--- config.mk ---
export PLATFORM = sky130hd
export DESIGN_NAME = imf_fifo
export DESIGN_NICKNAME = d
export VERILOG_FILES = /design/src/sv/imf_pkg.sv /design/src/sv/imf_fifo.sv
export SDC_FILE = /design/constraint.sdc
export NUM_CORES = 1
export LEC_CHECK = 0
export BUFFER_PORTS_ARGS = -buffer_cell sky130_fd_sc_hd__buf_4
export CORE_ASPECT_RATIO = 1.5
export CORE_MARGIN = 2
export CORE_UTILIZATION = 49
export CTS_CLUSTER_SIZE = 28
export DETAILED_ROUTE_END_ITERATION = 16
export GPL_ROUTABILITY_DRIVEN = 0
export HOLD_SLACK_MARGIN = 0.12
export PLACE_DENSITY = 0.76
export SYNTH_ARGS = -nofsm -noshare
export SYNTH_HDL_FRONTEND = slang
export SYNTH_SLANG_ARGS = --single-unit
--- constraint.sdc ---
create_clock -name clk -period 1.35 [get_ports clk]
set_input_delay 0 -clock clk [delete_from_list [all_inputs] [get_ports clk]]
set_output_delay 0 -clock clk [all_outputs]
set_load 0.03 [all_outputs]
--- src/sv/imf_pkg.sv ---
package imf_pkg;

  // default geometry
  localparam int IMF_KERNEL_SIZE = 5;
  localparam int IMF_MAX_WIDTH   = 2048;

  // queue between front and back
  localparam int IMF_QUEUE_DEPTH = 4;

  // configuration register map
  localparam int          IMF_CFG_AW      = 1;
  localparam int          IMF_CFG_DW      = 12;
  localparam logic [0:0]  IMF_REG_WIDTH   = 1'b0;
  localparam logic [0:0]  IMF_REG_HEIGHT  = 1'b1;
  localparam logic [11:0] IMF_WIDTH_RST   = 12'd640;
  localparam logic [11:0] IMF_HEIGHT_RST  = 12'd480;

  // result side information carried alongside the window
  typedef struct packed {
    logic        done;
    logic [10:0] col;
    logic [11:0] row;
  } imf_meta_t;

endpackage

--- src/sv/imf_fifo.sv ---
module imf_fifo #(
  parameter int WIDTH = 8,
  parameter int DEPTH = imf_pkg::IMF_QUEUE_DEPTH
) (
  input  logic                       clk,
  input  logic                       rst_n,
  input  logic                       push,
  input  logic [WIDTH-1:0]           din,
  input  logic                       pop,
  output logic [WIDTH-1:0]           dout,
  output logic                       empty,
  output logic                       full,
  output logic [$clog2(DEPTH+1)-1:0] count
);

  localparam int PW = $clog2(DEPTH);
  localparam int CNW = $clog2(DEPTH + 1);

  logic [WIDTH-1:0] data_r [DEPTH];
  logic [PW-1:0]    wr_r, rd_r;
  logic [CNW-1:0]   count_r;

  // store a word at the tail
  always_ff @(posedge clk) begin
    if (push) begin
      data_r[wr_r] <= din;
    end
  end

  // advance pointers and fill level
  always_ff @(posedge clk) begin
    if (!rst_n) begin
      wr_r    <= '0;
      rd_r    <= '0;
      count_r <= '0;
    end else begin
      if (push) begin
        wr_r <= (wr_r == PW'(DEPTH - 1)) ? '0 : wr_r + PW'(1);
      end
      if (pop) begin
        rd_r <= (rd_r == PW'(DEPTH - 1)) ? '0 : rd_r + PW'(1);
      end
      if (push && !pop) begin
        count_r <= count_r + CNW'(1);
      end else if (pop && !push) begin
        count_r <= count_r - CNW'(1);
      end
    end
  end

  assign dout  = data_r[rd_r];
  assign empty = (count_r == '0);
  assign full  = (count_r == CNW'(DEPTH));
  assign count = count_r;

  a_no_overflow: assert property (@(posedge clk) disable iff (!rst_n)
    push |-> !full)
    else $error("queue overflow");

  a_no_underflow: assert property (@(posedge clk) disable iff (!rst_n)
    pop |-> !empty)
    else $error("queue underflow");

endmodule

==> results.py <==
metrics = {
    "run_status": {
        "run_status": "complete, but fails checks",
        "violated_checks": "negative setup slack",
    },
    "synthesis": {
        "synth_fp_nets": 105,
        "synthTopCellsByArea": "sky130_fd_sc_hd__edfxtp_1 59%, sky130_fd_sc_hd__dfxtp_1 11%, sky130_fd_sc_hd__mux4_2 11%",
        "yosys_register_bits": 41,
        "syn_area_um2": 1620,
        "synth.top_cell.area_share_pct": 59.5,
        "avg_inst_size_synth_um2": 18.8,
        "synthesis.yosys.warnings": 0,
        "ys_types": 20,
        "cell_type_with_the_largest_total_area_after_synthesis": "sky130_fd_sc_hd__edfxtp_1",
        "seq_area_frac_synth_pct": 70.6,
        "synth_cells": 86,
    },
    "detailed_routing": {
        "detailedRoute.firstPassIterationCount": 3,
        "post_route_drc_violation_count": 0,
        "wl_per_cell_um": 15.4,
        "route.vias.total": 881,
        "routed_wirelength_mm": 2.72,
        "post_drt_via_cell_ratio": 5.01,
        "drtAntennaViolNets": 0,
        "drtIter0Drc": 12,
    },
    "sta": {
        "period_share_pct": 107,
        "setup_tns_ns": -0.631,
        "grt_setup_unrepaired": "true",
        "timing_worst_slew_pin_value_ns": 0.388,
        "setup_violations": 9,
        "hold_violations": 0,
        "period_needed_ns": 1.44,
        "maxSlewHeadroom_pct": 74.1,
        "timing.final.max_slew_violations": 0,
        "hold-worst-slack_ns": 0.138,
        "max_frequency_mhz": 693,
        "final_critical_path_setup_slack_ns": -0.0936,
        "clock_skew_ns": 0.00269,
    },
    "final_layout": {
        "antenna-diode-count": 0,
        "synth_to_layout_area_growth_pct": 38.7,
        "final_net_count": 154,
        "fin_cells": 176,
        "utilization_pct": 70.9,
        "stdcell_area_um2": 2240,
        "layout-drive-gt1-share_pct": 40.4,
    },
    "cts": {
        "clockRootBuffer": "sky130_fd_sc_hd__clkbuf_8",
        "clk_pin_slew_worst_paths_ns": 0.07,
        "numCtsBuffers": 5,
        "cts_tree": "done",
        "clk_path_buf_depth": 2,
        "cts_max_level": 2,
        "clkLatencyLatePin_ns": 0.29,
        "sink_count_of_the_clock_tree": 41,
    },
    "floorplanning": {
        "fp.dieW_um": 50.9,
        "die_area_um2": 3780,
        "rows": 25,
        "placeableCoreArea_um2": 3160,
        "chipHeight_um": 74.3,
        "initial_core_util_pct": 51.1,
        "floorplan.io_pins": 25,
    },
    "setup_path": {
        "worst-setup-path-type": "flip-flop to output pin",
        "critical_path_peak_fanout": 8,
        "critical_path_required_ns": 1.35,
        "cp-start-kind": "flip-flop",
        "arrival_ns": 1.44,
        "timing.critical_path.to_type": "output pin",
    },
    "global_route": {
        "grt_util_all_layers_pct": 16.9,
        "grt_max_degree": 14,
        "via_count_of_the_first_global_routing_pass": 941,
        "overflow": 0,
        "grt_pass1_wl_mm": 4.37,
        "initial_antenna_violation_count": 0,
    },
    "min_path": {
        "hold_class": "input pin to flip-flop",
    },
    "power_and_ir_drop": {
        "power_density_nw_per_um2": 1430,
        "total_leakage_power_uw": 0.000854,
        "max-vdd-ir-drop_mv": 1.32,
    },
    "place": {
        "buffer_ports.inserted": 24,
        "placedInstanceArea_um2": 1970,
        "place_hpwl_mm": 1.93,
        "place_inst": 157,
    },
    "flow_run": {
        "timing.max_cap.violations": 0,
    },
}
## final cells by class
type / count / area (um2)
multi-input combinational: 39 / 445
tap: 40 / 50.0
inverter: 4 / 15.0
clock inverter: 3 / 65.1
timing repair buffer: 44 / 445
sequential: 41 / 1150
clock buffer: 5 / 68.8
fill: 223 / 920
## where the power goes
| part | leakage, uW | internal [uW] | switching [uW] |
|---|---|---|---|
| combinational | 0.000416 | 296 | 290 |
| clock | 0.0000681 | 734 | 390 |
| sequential | 0.000370 | 1440 | 44.3 |
| total | 0.000854 | 2470 | 725 |
## layer usage
metal	part of all wire (%)	vias to the layer above	routed length, um	global-route usage (%)
met5	0	-	0	0
met4	2.1	0	57	8.11
met3	3.7	6	100	4.22
met2	59	22	1590	33.9
met1	35	429	963	15.4
li1	-	424	-	-
## synthesized netlist by cell type, drive strengths merged
cell	count
nor3	2
ha	6
a21boi	1
fa	1
xnor2	1
xor2	1
or3	1
and2	5
buf	1
nor3b	1
mux4	8
clkbuf	1
inv	4
o21ai	1
nor2	1
nor2b	5
edfxtp	32
dfxtp	9
o21a	1
mux2i	4
## final timing paths
path | startpoint | endpoint | slack [ns] | cells past startpoint
min reg2reg | count[2]$_SDFFE_PN0P_ | count[2]$_SDFFE_PN0P_ | 0.56 | 2
max reg2reg | count[0]$_SDFFE_PN0P_ | count[2]$_SDFFE_PN0P_ | 0 | 4
min | pop | flip-flop | 0.14 | 4
max | flip-flop | dout[4] | -0.09 | 3
## metrics by stage
step                total power [uW]  setup WS [ns]
CTS                             3230         -0.118
floorplan                       1810        0.00858
detailed placement              2040        -0.0959
finish                          3190        -0.0936
global route                    3290         -0.138
global placement                2010        -0.0401
## cell usage in the layout, fill, tap and decap left out
cell type                       count
sky130_fd_sc_hd__edfxtp_1          32
sky130_fd_sc_hd__buf_4             22
sky130_fd_sc_hd__dlygate4sd3_1      9
sky130_fd_sc_hd__mux4_2             8
sky130_fd_sc_hd__buf_6              8
sky130_fd_sc_hd__ha_1               6
sky130_fd_sc_hd__dfxtp_1            6
sky130_fd_sc_hd__and2_1             5
sky130_fd_sc_hd__nor2b_1            5
sky130_fd_sc_hd__clkbuf_8           5
sky130_fd_sc_hd__buf_12             5
sky130_fd_sc_hd__inv_1              4
sky130_fd_sc_hd__mux2i_1            4
sky130_fd_sc_hd__nor3_1             2
sky130_fd_sc_hd__bufinv_16          2
sky130_fd_sc_hd__dfxtp_4            2
sky130_fd_sc_hd__nor3b_1            1
sky130_fd_sc_hd__xnor2_1            1
sky130_fd_sc_hd__nor2_1             1
sky130_fd_sc_hd__o21a_1             1
sky130_fd_sc_hd__xor2_1             1
sky130_fd_sc_hd__o21ai_0            1
sky130_fd_sc_hd__or3_1              1
sky130_fd_sc_hd__a21boi_1           1
sky130_fd_sc_hd__fa_2               1
sky130_fd_sc_hd__dfxtp_2            1
sky130_fd_sc_hd__clkinv_2           1
## logic make-up after synthesis
family,Yosys count,synth area share (%)
and+or+nand+nor,15,5.58
DFF,41,70.6
adders and majority gates,7,5.89
xor gates and xnor gates,2,1.08
muxes,12,13.6
AOI/OAI and AO/OA,3,1.24
buffers and inverters,6,1.94
## what timing repair did
action                                  4_1_cts  5_1_grt
pin swaps                                     1        0
endpoints found under the setup margin        9        9
hold buffers                                  9        0
setup buffers                                 2        0
endpoints found under the hold margin        41        0
gates resized for setup                       9        0
## sequential cells by signal, summed over array words and instances (netlist names), named ones only
name / count
wr_r: 2
count: 3
rd_r: 2
data_r: 32
## critical path, stage by stage, from the launching register on
cell	delay [ns]
sky130_fd_sc_hd__dfxtp_2	0.34
sky130_fd_sc_hd__buf_12	0.13
sky130_fd_sc_hd__mux4_2	0.52
sky130_fd_sc_hd__buf_6	0.16
No activity file was read; power rests on OpenSTA's default activity.
